===== src/rtl/sem_pkg.sv =====
`timescale 1ns / 1ps
// ============================================================================
// sem_pkg
// Shared types and constants for the Sobel edge magnitude block.
// ============================================================================
package sem_pkg;

   localparam int MAX_WIDTH_DEFAULT = 1024;

   localparam int PIXEL_W     = 8;
   localparam int GRAD_W      = 11;
   localparam int ABS_W       = 10;
   localparam int SQ_W        = 2 * ABS_W;
   localparam int ROOT_W      = 16;
   localparam int ROOT_STEPS  = ROOT_W / 2;
   localparam int STEP_W      = $clog2(ROOT_STEPS);
   localparam int MAG_W       = 8;

   localparam int IMG_W_W     = 11;
   localparam int IMG_H_W     = 12;
   localparam int CSR_DATA_W  = 12;
   localparam int CSR_INDEX_W = 1;

   localparam logic [IMG_W_W-1:0] WIDTH_RESET  = 11'd640;
   localparam logic [IMG_H_W-1:0] HEIGHT_RESET = 12'd480;

   localparam int QUEUE_DEPTH = 4;
   localparam int QPTR_W      = $clog2(QUEUE_DEPTH);
   localparam int QCNT_W      = $clog2(QUEUE_DEPTH + 1);

   typedef enum logic [CSR_INDEX_W-1:0] {
      CSR_IMAGE_WIDTH  = 1'b0,
      CSR_IMAGE_HEIGHT = 1'b1
   } csr_index_type;

   typedef struct packed {
      logic signed [GRAD_W-1:0] gx;
      logic signed [GRAD_W-1:0] gy;
      logic                     last;
   } grad_type;

   typedef struct packed {
      logic              empty;
      logic [QCNT_W-1:0] level;
   } queue_status_type;

   typedef enum logic [3:0] {
      ST_IDLE = 4'b0001,
      ST_SUM  = 4'b0010,
      ST_ROOT = 4'b0100,
      ST_DONE = 4'b1000
   } back_state_type;

endpackage


===== src/rtl/sem_back.sv =====
`timescale 1ns / 1ps
// ============================================================================
// sem_back
// Squares and sums queued gradients, takes the saturated integer square
// root two bits per cycle, and holds the result in the output register.
// ============================================================================
module sem_back
   import sem_pkg::*;
(
   input  logic               clock,
   input  logic               reset,
   input  queue_status_type   q_status,
   input  grad_type           head,
   output logic               pop,
   output logic               rsp_valid,
   input  logic               rsp_stall,
   output logic [MAG_W-1:0]   rsp_magnitude,
   output logic               rsp_last_of_frame
);

   back_state_type      state_ff, state_in;
   logic [SQ_W-1:0]     sq_x_ff, sq_x_in;
   logic [SQ_W-1:0]     sq_y_ff, sq_y_in;
   logic                last_ff, last_in;
   logic [ROOT_W-1:0]   rem_ff, rem_in;
   logic [ROOT_W-1:0]   res_ff, res_in;
   logic [STEP_W-1:0]   step_ff, step_in;
   logic                out_valid_ff, out_valid_in;
   logic [MAG_W-1:0]    out_mag_ff, out_mag_in;
   logic                out_last_ff, out_last_in;

   logic [ABS_W-1:0]    abs_x, abs_y;
   logic [SQ_W:0]       sum;
   logic [ROOT_W-1:0]   bitv;
   logic [ROOT_W:0]     trial;
   logic                out_free;

   always_comb begin
      abs_x = head.gx[GRAD_W-1] ? ABS_W'(-head.gx) : ABS_W'(head.gx);
      abs_y = head.gy[GRAD_W-1] ? ABS_W'(-head.gy) : ABS_W'(head.gy);
      sum   = {1'b0, sq_x_ff} + {1'b0, sq_y_ff};
      bitv  = ROOT_W'(1) << {step_ff, 1'b0};
      trial = {1'b0, res_ff} + {1'b0, bitv};
      out_free = !out_valid_ff || !rsp_stall;
   end

   always_comb begin
      state_in     = state_ff;
      sq_x_in      = sq_x_ff;
      sq_y_in      = sq_y_ff;
      last_in      = last_ff;
      rem_in       = rem_ff;
      res_in       = res_ff;
      step_in      = step_ff;
      out_valid_in = out_valid_ff && rsp_stall;
      out_mag_in   = out_mag_ff;
      out_last_in  = out_last_ff;
      pop          = 1'b0;
      case (state_ff)
         ST_IDLE: begin
            if (!q_status.empty) begin
               pop      = 1'b1;
               sq_x_in  = abs_x * abs_x;
               sq_y_in  = abs_y * abs_y;
               last_in  = head.last;
               state_in = ST_SUM;
            end
         end
         ST_SUM: begin
            rem_in  = sum[ROOT_W-1:0];
            step_in = STEP_W'(ROOT_STEPS - 1);
            if (|sum[SQ_W:ROOT_W]) begin
               res_in   = ROOT_W'({MAG_W{1'b1}});
               state_in = ST_DONE;
            end else begin
               res_in   = '0;
               state_in = ST_ROOT;
            end
         end
         ST_ROOT: begin
            if ({1'b0, rem_ff} >= trial) begin
               rem_in = rem_ff - trial[ROOT_W-1:0];
               res_in = (res_ff >> 1) + bitv;
            end else begin
               res_in = res_ff >> 1;
            end
            if (step_ff == '0) begin
               state_in = ST_DONE;
            end else begin
               step_in = step_ff - 1'b1;
            end
         end
         ST_DONE: begin
            if (out_free) begin
               out_valid_in = 1'b1;
               out_mag_in   = res_ff[MAG_W-1:0];
               out_last_in  = last_ff;
               state_in     = ST_IDLE;
            end
         end
         default: begin
            state_in = ST_IDLE;
         end
      endcase
   end

   always_ff @(posedge clock) begin
      if (reset) begin
         state_ff     <= ST_IDLE;
         out_valid_ff <= 1'b0;
      end else begin
         state_ff     <= state_in;
         out_valid_ff <= out_valid_in;
      end
   end

   always_ff @(posedge clock) begin
      sq_x_ff     <= sq_x_in;
      sq_y_ff     <= sq_y_in;
      last_ff     <= last_in;
      rem_ff      <= rem_in;
      res_ff      <= res_in;
      step_ff     <= step_in;
      out_mag_ff  <= out_mag_in;
      out_last_ff <= out_last_in;
   end

   assign rsp_valid         = out_valid_ff;
   assign rsp_magnitude     = out_mag_ff;
   assign rsp_last_of_frame = out_last_ff;

endmodule


===== config.mk =====
export PLATFORM = sky130hd
export DESIGN_NAME = sem_back
export DESIGN_NICKNAME = d
export VERILOG_FILES = /design/src/rtl/sem_pkg.sv /design/src/rtl/sem_back.sv
export SDC_FILE = /design/constraint.sdc
export NUM_CORES = 1
export LEC_CHECK = 0
export ABC_AREA = 1
export BUFFER_PORTS_ARGS = -buffer_cell sky130_fd_sc_hd__buf_4
export CORE_AREA = 5 5 162 118
export DETAILED_ROUTE_END_ITERATION = 10
export DIE_AREA = 0 0 167 123
export HOLD_SLACK_MARGIN = 0.03
export MAX_ROUTING_LAYER = met4
export PLACE_DENSITY = 0.95
export SLEW_MARGIN = 20
export SYNTH_ARGS = -nofsm -noshare
export SYNTH_HDL_FRONTEND = slang
export SYNTH_SLANG_ARGS = --single-unit

===== constraint.sdc =====
create_clock -name clock -period 10.08 [get_ports clock]
set_input_delay 2.016 -clock clock [delete_from_list [all_inputs] [get_ports clock]]
set_output_delay 2.016 -clock clock [all_outputs]
set_load 0.05 [all_outputs]

==> Yosys cells after proc, flatten, opt, wreduce, memory -nomap -nowiden <==
Index checks and enable logic that the tools add are counted.
{ "totals": {"regBits": 90, "inputBits": 30, "out_inout_bits": 11, "wordCells": 61} }
{ "op_classes": {"n_addsub": 7, "mul": 2, "n_lt_le_gt_ge": 1, "n_eq_ne": 9, "shift": 1, "n_mux": 18, "bitwise_logic": 1, "n_reduce_logical": 12} }
{ "ops": {"columns": ["op", "n"], "rows": [
  ["16-bit case mux with 2 select lines", 2],
  ["10-bit by 10-bit multiplier with 20-bit output", 2],
  ["16-bit two-way mux", 2],
  ["20-bit by 20-bit adder with 21-bit output", 1],
  ["10-bit two-way mux", 2],
  ["10-bit negation", 2],
  ["16-bit by 16-bit adder with 17-bit output", 1],
  ["16-bit by 17-bit >= comparator with 1-bit output", 1],
  ["15-bit by 16-bit adder with 16-bit output", 1],
  ["4-bit two-way mux", 4],
  ["4-bit case mux with 4 select lines", 1],
  ["1-bit by 4-bit left shift with 16-bit output, first input constant", 1],
  ["16-bit subtractor", 1],
  ["2-bit inequality test, second input constant", 5],
  ["8-bit two-way mux", 1],
  ["2-bit AND reduction", 4],
  ["3-bit case mux with 2 select lines", 1],
  ["5-bit OR reduction", 1],
  ["4-bit by 1-bit equality test with 1-bit output, second input constant", 1],
  ["4-bit by 2-bit equality test with 1-bit output, second input constant", 1],
  ["4-bit by 3-bit equality test with 1-bit output, second input constant", 1],
  ["4-bit equality test, second input constant", 1],
  ["1-bit two-way mux", 4],
  ["3-bit logical NOT", 1],
  ["8 further kinds", 9]
]} }

==> Longest topological paths before layout <==
{ "depth": {"ltp_word": 5, "ltp_mapped": 29, "mapped_depth_nobuf": 29} }

==> Least setup slack after synthesis <==
No wires, ideal clock.
{ "synth_timing": {"path_type": "in2reg", "startpoint": "in head[1] in the netlist's numbering", "endpoint": "reg sq_y_ff[18] (data pin)", "arrival_time_ps": 7146, "t_required_ps": 9812, "path_slack_ps": 2666, "path_stages": 24, "path_buffers": 0, "cell_sequence": "clkinv_1 > ha_1 > nand3_1 > nor3_1 > or2_2 > xor2_2 > inv_1 > nor2_1 > fa_1 > fa_1 > inv_1 > fa_1 > inv_1 > fa_1 > inv_1 > fa_1 > inv_1 > ha_1 > nand2_1 > o21ai_0 > nand2_1 > o2111ai_1 > a211oi_1 > xor2_1"} }
{ "synth_via": {"elab_chain_len": 3} }
{ "synth_rtl": {"columns": ["item", "line_no", "text"], "rows": [
  ["from (decl)", "sem_back.sv:13", "input grad_type head,"],
  ["10-bit negation", "sem_back.sv:40", "abs_y = head.gy[GRAD_W-1] ? ABS_W'(-head.gy) : ABS_W'(head.gy);"],
  ["10-bit two-way mux *", "sem_back.sv:40", null],
  ["10-bit by 10-bit multiplier with 20-bit output *", "sem_back.sv:64", "sq_y_in = abs_y * abs_y;"],
  ["to (signal assigned)", "sem_back.sv:119", "sq_y_ff <= sq_y_in;"],
  ["to (decl)", "sem_back.sv:23", "logic [SQ_W-1:0] sq_y_ff, sq_y_in;"]
]} }
Every way passes the cells marked *; elsewhere a longest branch is shown, timed or not.
A chain may end at the register's enable or synchronous reset.

==> Worst setup path in the final report <==
{ "layout_timing": {"startpoint": "in head[12] in the netlist's numbering", "endpoint": "reg sq_x_ff[17] (data pin)"} }
{ "layout_via": {"elab_chain_len": 3} }
{ "layout_rtl": {"columns": ["item", "line_no", "text"], "rows": [
  ["10-bit negation", "sem_back.sv:39", "abs_x = head.gx[GRAD_W-1] ? ABS_W'(-head.gx) : ABS_W'(head.gx);"],
  ["10-bit two-way mux *", "sem_back.sv:39", null],
  ["10-bit by 10-bit multiplier with 20-bit output *", "sem_back.sv:63", "sq_x_in = abs_x * abs_x;"],
  ["to (signal assigned)", "sem_back.sv:118", "sq_x_ff <= sq_x_in;"],
  ["to (decl)", "sem_back.sv:22", "logic [SQ_W-1:0] sq_x_ff, sq_x_in;"]
]} }
Marked as above.

==> impl_metrics.csv <==
group,metric,value,unit
placement,gp_congestion,1.02,
floorplan,die_h,123,µm
synthesis,seq_area_frac_synth,21.8,%
hold_path,min_path_type,"reg -> reg",
synthesis,netlist.area_leader.share,21.0,%
cells_and_area,fin_util,72.6,%
placement,dpl.cell_count,1757,
cts,insertion_delay,0.35,ns
grt,grt_pass1_wl,49100,µm
critical_path,required,10.18,ns
critical_path,slowest_stage,"fa_1",
synthesis,syn-cell-area,11900,µm²
cts,post_cts_resize_count,0,
critical_path,worst-path-max-fanout,10,
cts,cts_buffers,9,
run_status,outcome,"finished, final reports clean",
cells_and_area,finalInstanceArea,12700,µm²
cts,htreeDepth,3,
critical_path,path_depth,28,
synthesis,avgSynthCellArea,7.96,µm²
cells_and_area,regArea,2590,µm²
floorplan,dieWidth,167,µm
cts,cts_tree,"yes",
synthesis,synth_compound_area_share,10.1,%
synthesis,synth.area.top_cells,"edfxtp_1 21%, ha_1 16%, fa_1 16%",
sta,finalMaxSlewViolations,0,
synthesis,synth_nets,1774,
route,drt_iter0_drc,1295,
cells_and_area,insertedDiodeCount,0,
floorplan,die_area,20500,µm²
cells_and_area,mostFrequentLayoutCells,"329 x nand2_1, 279 x inv_1, 156 x ha_1, 123 x nor2_1, 94 x fa_1",
sta,finalHoldViolations,0,
placement,pre_cts_ws,1.67,ns
critical_path,critPathLaunchType,"input port",
flow_run,cap_violations,0,
route,wl_per_cell,16.5,µm
cells_and_area,fillers,1237,
synthesis,synth_flop_cell,"edfxtp_1",
floorplan,start_util,68.0,%
route,drcViolationCount,0,
grt,overflow,0,
synthesis,synth.distinct_cells,48,
sta,setup_tns,0,ns
critical_path,crit_buf_inv,8,
route,vias,10552,
cells_and_area,syn_to_final_growth,6.90,%
sta,finalCriticalPeriod,8.10,ns
cells_and_area,final_layout_size_suffix_gt1_share,6.50,%
synthesis,ys_async_sr_fraction,0,%
sta,fin_crit_sh,80.4,%
sta,relSlewSlack,35.6,%
sta,setup_ws,1.98,ns
route,antenna_left,0,
grt,grt_max_degree,41,
route,viasPerCell,5.95,
cts,cts_root_buffer,"clkbuf_16",
grt,antenna_found_initial,0,
route,drt_wl_total,29300,µm
hold_path,hold_path_depth,0,
floorplan,pin_count,41,
floorplan,row_count,41,
synthesis,syn_inst,1494,
sta,fmax,123,MHz
synthesis,ys_ff_latch,88,
sta,rsz0062_at_grt,"false",
cts,clock_sinks,88,
synthesis,synth_top_family_by_area,"adder cells",
route,dr.pass1.iters,6,
critical_path,cp_top_family,"adder cells",
grt,grt_usage,29.8,%
sta,fin_skew,0.0104,ns
placement,place_hpwl,23100,µm
synthesis,synth-edff-count,83,
cells_and_area,fin_nets,1813,
power_and_ir_drop,p_leak,6.44,nW
floorplan,core-area,17500,µm²
cts,hold_buffers,0,
synthesis,synth_mux_area_share,0,%
critical_path,criticalPathCategory,"in -> reg",
synthesis,yosys_warnings,0,
synthesis,yosys.area.top_type,"edfxtp_1",
power_and_ir_drop,p_per_area,274,nW/µm²
critical_path,end_kind,"register",
critical_path,slowest_delay,0.53,ns
power_and_ir_drop,peakVddDrop,0.167,mV
critical_path,cp.arrival,8.20,ns
critical_path,reg2regPathDepth,25,
grt,grt_pass1_vias,10466,
cells_and_area,final_common_cell,"nand2_1",
sta,setup_violations,0,
placement,io_buffer_count,37,
synthesis,synthSimpleGateAreaFrac,20.3,%
cells_and_area,multiInputGateArea,8170,µm²
cts,cts_buffer_depth,2,
synthesis,synthAdderAreaFrac,32.2,%
sta,tightest_slew,0.965,ns
cts,clk_pin_slew_worst_paths,0.07,ns
cells_and_area,final_cell_count_no_fill,1774,
critical_path,cpMostUsedCell,"inv_1",
cts,cts_setup_buffers,0,
synthesis,synthXorXnorAreaFrac,6.01,%
placement,dpl_cell_area,12400,µm²
-- registers in the layout (all words and copies together) (netlist names) --
signal / count
last_ff: 1
rem_ff: 16
res_ff: 16
rsp_last_of_frame: 1
rsp_magnitude: 8
rsp_valid: 1
sq_x_ff: 19
sq_y_ff: 19
state_ff: 4
step_ff: 3
-- where the power goes --
| group | internal [W] | switching [W] |
|---|---|---|
| Sequential | 0.000604 | 0.0000354 |
| Combinational | 0.000917 | 0.00161 |
| Clock | 0.000168 | 0.000150 |
-- final cells by class --
class                   count  area share [%]
well taps                 236            2.32
clock buffers              10            1.80
multi-input cells        1110            64.3
inverters                 285            8.42
flip-flops and latches     88            20.4
clock inverters             6           0.335
repair buffers             39            2.40
-- stage by stage --
stage	hold slack, ns	total power (W)
finish	0.437	0.00349
global route	0.439	0.00379
CTS	0.436	0.00341
detailed placement	0.421	0.00306
global placement	0.412	0.00292
floorplan	0.400	0.00247
-- cells by family after synthesis --
kind of cell               count (synthesis)
xor gates and xnor gates                  79
AOI/OAI and AO/OA                        209
DFF                                       88
buffers and inverters                    296
and+or+nand+nor                          572
adders and majority gates                250
-- routing by layer --
metal	GRT usage, %	vias up	routed length, µm	part of all wire, %
li1	-	4901	-	-
met1	38.7	4952	12000	41
met4	8.69	0	830	2.8
met2	48.8	594	13700	47
met3	5.27	105	2800	9.6
met5	-	-	0	0
-- worst paths after layout --
kind	from	end	slack [ns]
hold reg to reg	last_ff$_DFFE_PP_	rsp_last_of_frame$_DFFE_PP_	0.44
setup / recovery	head[12]	sq_x_ff[17]$_DFFE_PP_	1.98
setup reg to reg	step_ff[0]$_SDFFCE_PN1P_	rem_ff[7]$_DFFE_PP_	4.75
hold / removal	last_ff$_DFFE_PP_	rsp_last_of_frame$_DFFE_PP_	0.44
-- cell usage after synthesis, drive strengths merged (8+ instances only) --
cell	number
nand4	10
nand3b	8
nand2	338
o21ai	66
nand3	64
nor2	124
nor3	18
inv	283
xor2	51
xnor2	28
ha	156
clkbuf	8
a21oi	99
fa	94
a31oi	13
edfxtp	83
Power figures use the tool's default switching activity.
