<file path="config.mk">
export PLATFORM = sky130hd
export DESIGN_NAME = sem_queue
export DESIGN_NICKNAME = d
export VERILOG_FILES = /design/src/rtl/sem_pkg.sv /design/src/rtl/sem_queue.sv
export SDC_FILE = /design/constraint.sdc
export NUM_CORES = 1
export LEC_CHECK = 0
export ABC_AREA = 1
export ABC_CLOCK_PERIOD_IN_PS = 2410
export BUFFER_PORTS_ARGS = -buffer_cell sky130_fd_sc_hd__buf_2
export CAP_MARGIN = 0
export CORE_MARGIN = 2
export CORE_UTILIZATION = 30
export DETAILED_ROUTE_END_ITERATION = 16
export SYNTH_ARGS = -nofsm -noshare
export SYNTH_HDL_FRONTEND = slang
export SYNTH_SLANG_ARGS = --single-unit
</file>
<file path="constraint.sdc">
create_clock -name clock -period 2.41 [get_ports clock]
set_input_delay 0.241 -clock clock [delete_from_list [all_inputs] [get_ports clock]]
set_output_delay 0.241 -clock clock [all_outputs]
set_load 0.05 [all_outputs]
</file>
<file path="src/rtl/sem_pkg.sv">
`timescale 1ns / 1ps
// ============================================================================
// sem_pkg
// Shared types and constants for the Sobel edge magnitude block.
// ============================================================================
package sem_pkg;

   localparam int MAX_WIDTH_DEFAULT = 1024;

   localparam int PIXEL_W     = 8;
   localparam int GRAD_W      = 11;
   localparam int ABS_W       = 10;
   localparam int SQ_W        = 2 * ABS_W;
   localparam int ROOT_W      = 16;
   localparam int ROOT_STEPS  = ROOT_W / 2;
   localparam int STEP_W      = $clog2(ROOT_STEPS);
   localparam int MAG_W       = 8;

   localparam int IMG_W_W     = 11;
   localparam int IMG_H_W     = 12;
   localparam int CSR_DATA_W  = 12;
   localparam int CSR_INDEX_W = 1;

   localparam logic [IMG_W_W-1:0] WIDTH_RESET  = 11'd640;
   localparam logic [IMG_H_W-1:0] HEIGHT_RESET = 12'd480;

   localparam int QUEUE_DEPTH = 4;
   localparam int QPTR_W      = $clog2(QUEUE_DEPTH);
   localparam int QCNT_W      = $clog2(QUEUE_DEPTH + 1);

   typedef enum logic [CSR_INDEX_W-1:0] {
      CSR_IMAGE_WIDTH  = 1'b0,
      CSR_IMAGE_HEIGHT = 1'b1
   } csr_index_type;

   typedef struct packed {
      logic signed [GRAD_W-1:0] gx;
      logic signed [GRAD_W-1:0] gy;
      logic                     last;
   } grad_type;

   typedef struct packed {
      logic              empty;
      logic [QCNT_W-1:0] level;
   } queue_status_type;

   typedef enum logic [3:0] {
      ST_IDLE = 4'b0001,
      ST_SUM  = 4'b0010,
      ST_ROOT = 4'b0100,
      ST_DONE = 4'b1000
   } back_state_type;

endpackage

</file>
<file path="src/rtl/sem_queue.sv">
`timescale 1ns / 1ps
// ============================================================================
// sem_queue
// Small FIFO of gradient pairs between the window front end and the root unit.
// ============================================================================
module sem_queue
   import sem_pkg::*;
(
   input  logic             clock,
   input  logic             reset,
   input  logic             push,
   input  grad_type         push_data,
   input  logic             pop,
   output grad_type         head,
   output queue_status_type status
);

   grad_type            entries_ff [QUEUE_DEPTH];
   logic [QPTR_W-1:0]   wr_ptr_ff, wr_ptr_in;
   logic [QPTR_W-1:0]   rd_ptr_ff, rd_ptr_in;
   logic [QCNT_W-1:0]   level_ff, level_in;

   always_comb begin
      wr_ptr_in = wr_ptr_ff;
      rd_ptr_in = rd_ptr_ff;
      level_in  = level_ff;
      if (push) begin
         wr_ptr_in = (wr_ptr_ff == QPTR_W'(QUEUE_DEPTH - 1)) ? '0 : wr_ptr_ff + 1'b1;
      end
      if (pop) begin
         rd_ptr_in = (rd_ptr_ff == QPTR_W'(QUEUE_DEPTH - 1)) ? '0 : rd_ptr_ff + 1'b1;
      end
      if (push && !pop) begin
         level_in = level_ff + 1'b1;
      end else if (pop && !push) begin
         level_in = level_ff - 1'b1;
      end
   end

   always_ff @(posedge clock) begin
      if (reset) begin
         wr_ptr_ff <= '0;
         rd_ptr_ff <= '0;
         level_ff  <= '0;
      end else begin
         wr_ptr_ff <= wr_ptr_in;
         rd_ptr_ff <= rd_ptr_in;
         level_ff  <= level_in;
      end
   end

   always_ff @(posedge clock) begin
      if (push) begin
         entries_ff[wr_ptr_ff] <= push_data;
      end
   end

   assign head         = entries_ff[rd_ptr_ff];
   assign status.empty = (level_ff == '0);
   assign status.level = level_ff;

endmodule

</file>
# --- Word-level counts from Yosys, hierarchy flattened ---
# Memory sizes are Yosys's and may differ from the RTL's. A register that Yosys moved wholly into a read port is not among the register bits.
# Cells that the tools add are included.
word_totals:
  latchBits: 0
  in_bits: 27
  register_bits: 7
  wordCells: 24
  mem_count: 1
  romBits: 0
  out_inout_bits: 27
  ram_bits: 92
mem_list:
  columns: ["memory", "words", "width", "rd", "rd_ports_with_merged_regs", "write_ports", "line", "rtl"]
  rows:
  - ["entries_ff", 4, 23, 1, 1, 1, "sem_queue.sv:18", "grad_type entries_ff [QUEUE_DEPTH];"]
op_classes:
  reduce_logical: 6
  muxes: 8
  shift: 0
  n_mul: 0
  n_lt_le_gt_ge: 0
  bitwise: 0
  n_eq_ne: 2
  n_addsub: 4
  div: 0
ops:
  columns: ["operator", "n"]
  rows:
  - ["$mux W2", 4]
  - ["$mux W3", 2]
  - ["$add A2 B1 Y2 const B", 2]
  - ["$eq A2 B2 Y1 const B", 2]
  - ["$add A3 B1 Y3 const B", 1]
  - ["$logic_not A3 Y1", 1]
  - ["$sub A3 B1 Y3 const B", 1]
  - ["$logic_and A1 B1 Y1", 2]
  - ["$logic_not A1 Y1", 2]
  - ["$mux W1", 2]
  - ["$reduce_bool A2 Y1", 1]

# --- Logic depth before layout (Yosys ltp) ---
# Gate-level depths: netlist (run 1).
depth:
  ltp_word: 4
  mapped_depth: 10
  mapped_depth_nobuf: 10

# --- Worst setup path after synthesis (run 1) ---
# No wires, ideal clock.
synth_path:
  path_kind: "reg-to-output"
  startpoint: "reg level_ff[0]"
  endpoint: "out status[3] (netlist name)"
  required_time_ns: 2.169
  t_arrival_ns: 1.667
  setup_slack_ns: 0.502
  n_path_buf: 0
  stages_incl_launch_ff: 2
  path_cell_list: "dfxtp_1 nor3_1"
synth_lines:
  columns: ["item", "line", "rtl"]
  rows:
  - ["start: declaration", "sem_queue.sv:21", "logic [QCNT_W-1:0] level_ff, level_in;"]
  - ["start signal: assignment", "sem_queue.sv:48", "level_ff <= level_in;"]
  - ["end: declaration", "sem_queue.sv:15", "output queue_status_type status"]

==> summary.md, run 1 <==
| Metric | Value |
|---|---|
| Yosys warns | 0 |
| Metal2 WL | 3.916 mm |
| RSZ-0062 raised after global routing | no |
| CTS Hold Bufs | 0 |
| Postcts setup bufs | 0 |
| Max IR drop VDD | 334.2 uV |
| Die footprint | 13880 um2 |
| Die Span Y | 117.8 um |
| Layout cells sized above 1 | 23.03% |
| 1st-iter DRT viols | 114 |
| Hold Fails Final Rpt | 0 |
| Min Tclk post-route | 2.160 ns |
| Routed wire length on met3 | 404 um |
| DRT Wirelength | 7.786 mm |
| Synthesized flop and latch total | 101 |
| Cells resized by post-CTS repair | 0 |
| Worst path required time | 2.17 ns |
| Dpl ws | 0.5641 ns |
| LEAKAGE | 1.699 nW |
| Post-Syn Area per Cell | 13.87 um2 |
| ANT cells | 0 |
| Tightest Pin Transition | 0.6022 ns |
| Worst EP arrival | 1.92 ns |
| DP Wirelength | 4.879 mm |
| Routed Antenna Nets | 0 |
| GR Util All Layers | 11.28% |
| # DRC | 0 |
| Crit path max fanout | 29 |
| Post-Syn Area | 3885 um2 |
| Via count | 2349 |
| First-pass GRT wire length | 11.96 mm |
| Die Span X | 117.8 um |
| Slew Limit Fails | 0 |
| Startpoint Class | flip-flop |
| Starting density of the core | 30.79% |
| GP Congestion | 0.6740 |
| Layout area overhead | 19.32% |
| TritonCTS buffer count | 9 |
| Final Worst Setup Slack | 0.2499 ns |
| Core area | 12620 um2 |
| Max_slew headroom | 59.86% |
| Post-Syn Nets | 314 |
| Grt total ovfl | 0 |
| Syn Inst Count | 280 |
| Setup TNS | 0 ns |
| Drt wl/cell | 15.12 um |
| Initial antenna violation count | 1 |
| M1 wire length | 3.356 mm |
| Pin count of the biggest net entering global routing | 47 |
| Sequential share of the synthesized area | 75.75% |
| Top Ports | 54 |
| Count of cell types in the netlist | 21 |
| FP Rows | 41 |
| TritonCTS clock tree | built |
| PD cells | 897.9 nW/um2 |
| Max Used Layer | met4 |
| NumNets Final | 372 |
| H-tree levels | 3 |
| Worst skew pair latency | 0.33 ns |
| Clock transition at path regs | 0.06 ns |
| Longest Clk Path Bufs | 2 |
| Final Skew | 0.005980 ns |
| DR pass1 iterations | 4 |
| Number of global-route vias before repair | 2289 |
| Final Setup Violations | 0 |
| Root Driver | clkbuf_16 |
| WS Path Type | flip-flop to primary output |
| Max-cap viol count | 0 |
| Status | finished clean |
| CP endpoint kind | primary output |
| Fin crit share | 89.63% |
| Buffers on Ports | 53 |
| Clock sinks | 101 |
| Peak Freq | 462.9 MHz |
| Vias per cell | 4.561 |
| Hold crit path type | primary input to flip-flop |
==> power breakdown <==
group | internal, mW | switching [mW]
registers | 2.00 | 0.0464
clock network | 0.914 | 0.602
logic | 0.144 | 0.460
==> worst max-delay path, stage by stage, from the launching register on <==
cell and delay [ns]:
dfxtp_2 0.72, buf_4 0.27, o21ai_0 0.09, o22ai_1 0.21, buf_2 0.30
==> per-stage QoR <==
stage | cell area [um2] | instances | total power [mW] | hold slack [ns] | util, %
floorplan | 3885 | 280 | 2.520 | 0.3134 | -
global placement | 4312 | 499 | 2.680 | 0.4567 | 34.17
detailed placement | 4312 | 499 | 2.694 | 0.4576 | 34.17
CTS | 4636 | 515 | 4.214 | 0.1076 | 36.73
global route | 4636 | 515 | 4.334 | 0.1200 | 36.73
finish | 4636 | 515 | 4.162 | 0.1175 | 36.73
==> cell usage in the layout, fill, tap and decap left out, types with 6 or more instances in the layout <==
cell	n
clkbuf_16	9
buf_2	53
inv_1	14
nand2_1	8
o21ai_1	19
o22ai_1	23
ha_1	6
nor2_1	54
buf_4	7
edfxtp_1	92
o21ai_0	30
dfxtp_1	8
==> layer usage <==
layer	global-route usage (%)	vias to the layer above
met2	19.08	58
met1	13.85	1136
met3	2.762	10
met5	0	-
met4	4.518	0
li1	-	1145
==> final cells by class <==
type | count | area, um2
repair buffers | 60 | 317.8
flip-flops and latches | 101 | 2944
well taps | 172 | 215.2
multi-input cells | 150 | 767.0
fillers | 1254 | 7984
inverters | 16 | 67.56
clock buffers | 9 | 225.2
clock inverters | 7 | 98.84
==> state kept, by name, summed over array words and instances, names as in the netlist, named ones only <==
| signal | flops |
|---|---|
| entries_ff | 92 |
| rd_ptr_ff | 2 |
| wr_ptr_ff | 2 |
| level_ff | 3 |
==> worst paths after layout <==
check / startpoint / endpoint / slack [ns] / depth (start not counted)
setup / recovery: flip-flop / head[21] / 0.25 / 4
hold / removal: reset / wr_ptr_ff[0] / 0.12 / 2
setup reg to reg: wr_ptr_ff[0] / entries_ff[3][17] / 1.04 / 4
hold reg to reg: wr_ptr_ff[1] / wr_ptr_ff[1] / 0.53 / 2
==> Yosys cell counts, drive strengths merged <==
cell type | count | area share [%]
o22ai | 23 | 3.7
inv | 16 | 1.7
nand2 | 8 | 0.77
buf | 12 | 2.6
nand3 | 1 | 0.13
nand4 | 1 | 0.16
xor2 | 1 | 0.23
fa | 1 | 0.52
dfxtp | 9 | 4.6
edfxtp | 92 | 71
nor2 | 54 | 5.2
nor3 | 3 | 0.39
ha | 6 | 1.9
clkbuf | 1 | 0.13
a21oi | 3 | 0.39
o21ai | 49 | 6.3
==> kinds of logic (layout without fill, tap and decap cells) <==
kind of cell | count (synthesis) | count (layout) | share of synthesized area [%]
buf+inv | 29 | 92 | 4.508
compound gates | 75 | 75 | 10.40
xor+xnor | 1 | 1 | 0.2255
fa+ha+maj | 7 | 7 | 2.448
flops | 101 | 101 | 75.75
simple gates | 67 | 67 | 6.666
No activity file was read; power rests on OpenSTA's default activity.
==> run 2, diff against run 1 <==
- MAX_ROUTING_LAYER: unset -> met4
==> run 2 against run 1 <==
- worst hold slack got worse by 0.0019 ns
- clock power barely moved
- wire length up 0.57%
- largest power group unchanged
- non-clock buffer count unchanged
- final cell count grew 0.19%
- critical path depth is the same
- highest routed layer unchanged
- setup slack got worse by 0.0045 ns
- die area unchanged
- via count decreased by 2.4%
==> summary.md, run 2 (synthesis results as in run 1) <==
| Metric | Value |
|---|---|
| CP max stage cell | dfxtp_2 (unchanged) |
| Grt total ovfl | 0 (unchanged) |
| Via count | 2292 (was 2349) |
| Critical path's top delay family | flip-flops (unchanged) |
| Crit path max fanout | 29 (unchanged) |
| Fin Hold WS | 0.1156 ns (was 0.1175 ns) |
| Final Skew | 0.005082 ns (was 0.005980 ns) |
| NumNets Final | 372 (unchanged) |
| First-pass GRT wire length | 11.96 mm (about the same) |
| Tightest Pin Transition | 0.6048 ns (was 0.6022 ns) |
| Worst path required time | 2.17 ns (about the same) |
| Fin crit share | 89.82% (was 89.63%) |
| Die footprint | 13880 um2 (unchanged) |
| Core area | 12620 um2 (unchanged) |
| Drt wl/cell | 15.17 um (was 15.12 um) |
| Hold Fails Final Rpt | 0 (unchanged) |
| Max_slew headroom | 59.68% (was 59.86%) |
| Clock transition at path regs | 0.06 ns (about the same) |
| Startpoint Class | flip-flop (unchanged) |
| Cells resized by post-CTS repair | 0 (unchanged) |
| Min Tclk post-route | 2.165 ns (was 2.160 ns) |
| Max IR drop VDD | 333.0 uV (was 334.2 uV) |
| CP bufs+invs | 2 (unchanged) |
| Peak Freq | 462.0 MHz (was 462.9 MHz) |
| Most common cell after layout, fill and taps aside | edfxtp_1 (unchanged) |
| Layout cells sized above 1 | 23.03% (unchanged) |
| Commonest non-fill, non-tap cells in the layout | edfxtp_1, nor2_1, buf_2, o21ai_0, o22ai_1 (unchanged) |
| DP Wirelength | 4.879 mm (unchanged) |
| DR pass1 iterations | 4 (unchanged) |
| DP Cell Count | 499 (unchanged) |
| Status | finished clean (unchanged) |
| Clock sinks | 101 (unchanged) |
| Worst EP arrival | 1.92 ns (about the same) |
| FP Rows | 41 (unchanged) |
| Root Driver | clkbuf_16 (unchanged) |
| Vias per cell | 4.442 (was 4.561) |
| Layout area overhead | 19.39% (was 19.32%) |
| Final core utilization | 36.75% (was 36.73%) |
| Final Setup Violations | 0 (unchanged) |
| Biggest register | entries_ff (unchanged) |
| WS Path Type | flip-flop to primary output (unchanged) |
| Die Span X | 117.8 um (unchanged) |
| Worst skew pair latency | 0.33 ns (about the same) |
| Die Span Y | 117.8 um (unchanged) |
| RSZ-0062 raised after global routing | no (unchanged) |
| Max-cap viol count | 0 (unchanged) |
| Buffers on Ports | 53 (unchanged) |
| Slew Limit Fails | 0 (unchanged) |
| Starting density of the core | 30.79% (unchanged) |
| Number of global-route vias before repair | 2279 (was 2289) |
| Hold crit path type | primary input to flip-flop (unchanged) |
| Longest Clk Path Bufs | 2 (unchanged) |
| H-tree levels | 3 (unchanged) |
| Non-Filler Instances | 516 (was 515) |
| Setup TNS | 0 ns (unchanged) |
| DRT Wirelength | 7.830 mm (was 7.786 mm) |
| CTS Hold Bufs | 0 (unchanged) |
| TritonCTS clock tree | built (unchanged) |
| Pin count of the biggest net entering global routing | 47 (unchanged) |
| CP endpoint kind | primary output (unchanged) |
| Initial antenna violation count | 1 (unchanged) |
| Layout fillers | 1253 (was 1254) |
| Number of flip-flops in the largest register | 92 (unchanged) |
| GP Congestion | 0.6807 (was 0.6740) |
| LEAKAGE | 1.699 nW (unchanged) |
| Top flop regs | entries_ff x92, level_ff x3 (unchanged) |
| CP max stage delay | 0.72 ns (about the same) |
| GR Util All Layers | 11.65% (was 11.28%) |
| # DRC | 0 (unchanged) |
| PD cells | 899.8 nW/um2 (was 897.9 nW/um2) |
| Top Ports | 54 (unchanged) |
| TritonCTS buffer count | 9 (unchanged) |
| Postcts setup bufs | 0 (unchanged) |
| 1st-iter DRT viols | 125 (was 114) |
| Routed Antenna Nets | 0 (unchanged) |
| Cells along the critical path | buf_4 -> o21ai_0 -> o22ai_1 -> buf_2 (unchanged) |
[run 2: cell count changes in the layout (fill, tap and decap cells not counted)]
cell and delta:
diode_2 +1
[run 2: path summary, 6_finish.rpt]
kind | slack (ns) | to | depth (start not counted) | startpoint
worst min-delay path | 0.12 | wr_ptr_ff[0] | 2 | reset
worst min register to register | 0.53 | wr_ptr_ff[1] | 2 | wr_ptr_ff[1]
worst max register to register | 1.03 | entries_ff[3][17] | 4 | wr_ptr_ff[0]
worst max-delay path | 0.25 | head[21] | 4 | flip-flop
[run 2: area by class of cell]
type	count	area [um2]	area share, %
diodes	1	2.502	0.05395
clock buffers	9	225.2	4.856
clock inverters	7	98.84	2.131
inverters	16	67.56	1.457
multi-input cells	150	767.0	16.54
flip-flops and latches	101	2944	63.47
well taps	172	215.2	4.640
repair buffers	60	317.8	6.852
[run 2: layer usage]
layer | vias to the layer above | global-route usage, % | part of all wire, %
met5 | - | - | 0
met4 | 0 | 3.840 | 0.54
met3 | 4 | 2.955 | 4.3
met2 | 49 | 18.97 | 51
met1 | 1096 | 14.23 | 44
li1 | 1143 | - | -
[run 2: worst register-to-register path, stage by stage, from the launching register on]
cell	delay, ns
dfxtp_1	0.40
ha_1	0.20
nand2_1	0.06
inv_1	0.05
buf_4	0.33
[run 2: power breakdown]
| group | internal (mW) | leakage (nW) | switching [mW] |
|---|---|---|---|
| Clock | 0.915 | 0.156 | 0.613 |
| Combinational | 0.144 | 0.623 | 0.460 |
| Sequential | 2.00 | 0.920 | 0.0463 |
[run 2: metrics by stage]
stage	cell area, um2	setup WS [ns]	power, mW
6_report	4638	0.2454	4.173
5_1_grt	4638	0.09721	4.341
4_1_cts	4636	0.2013	4.214
3_5_place_dp	4312	0.5641	2.694
3_3_place_gp	4312	0.5850	2.680
2_1_floorplan	3885	0.5024	2.520
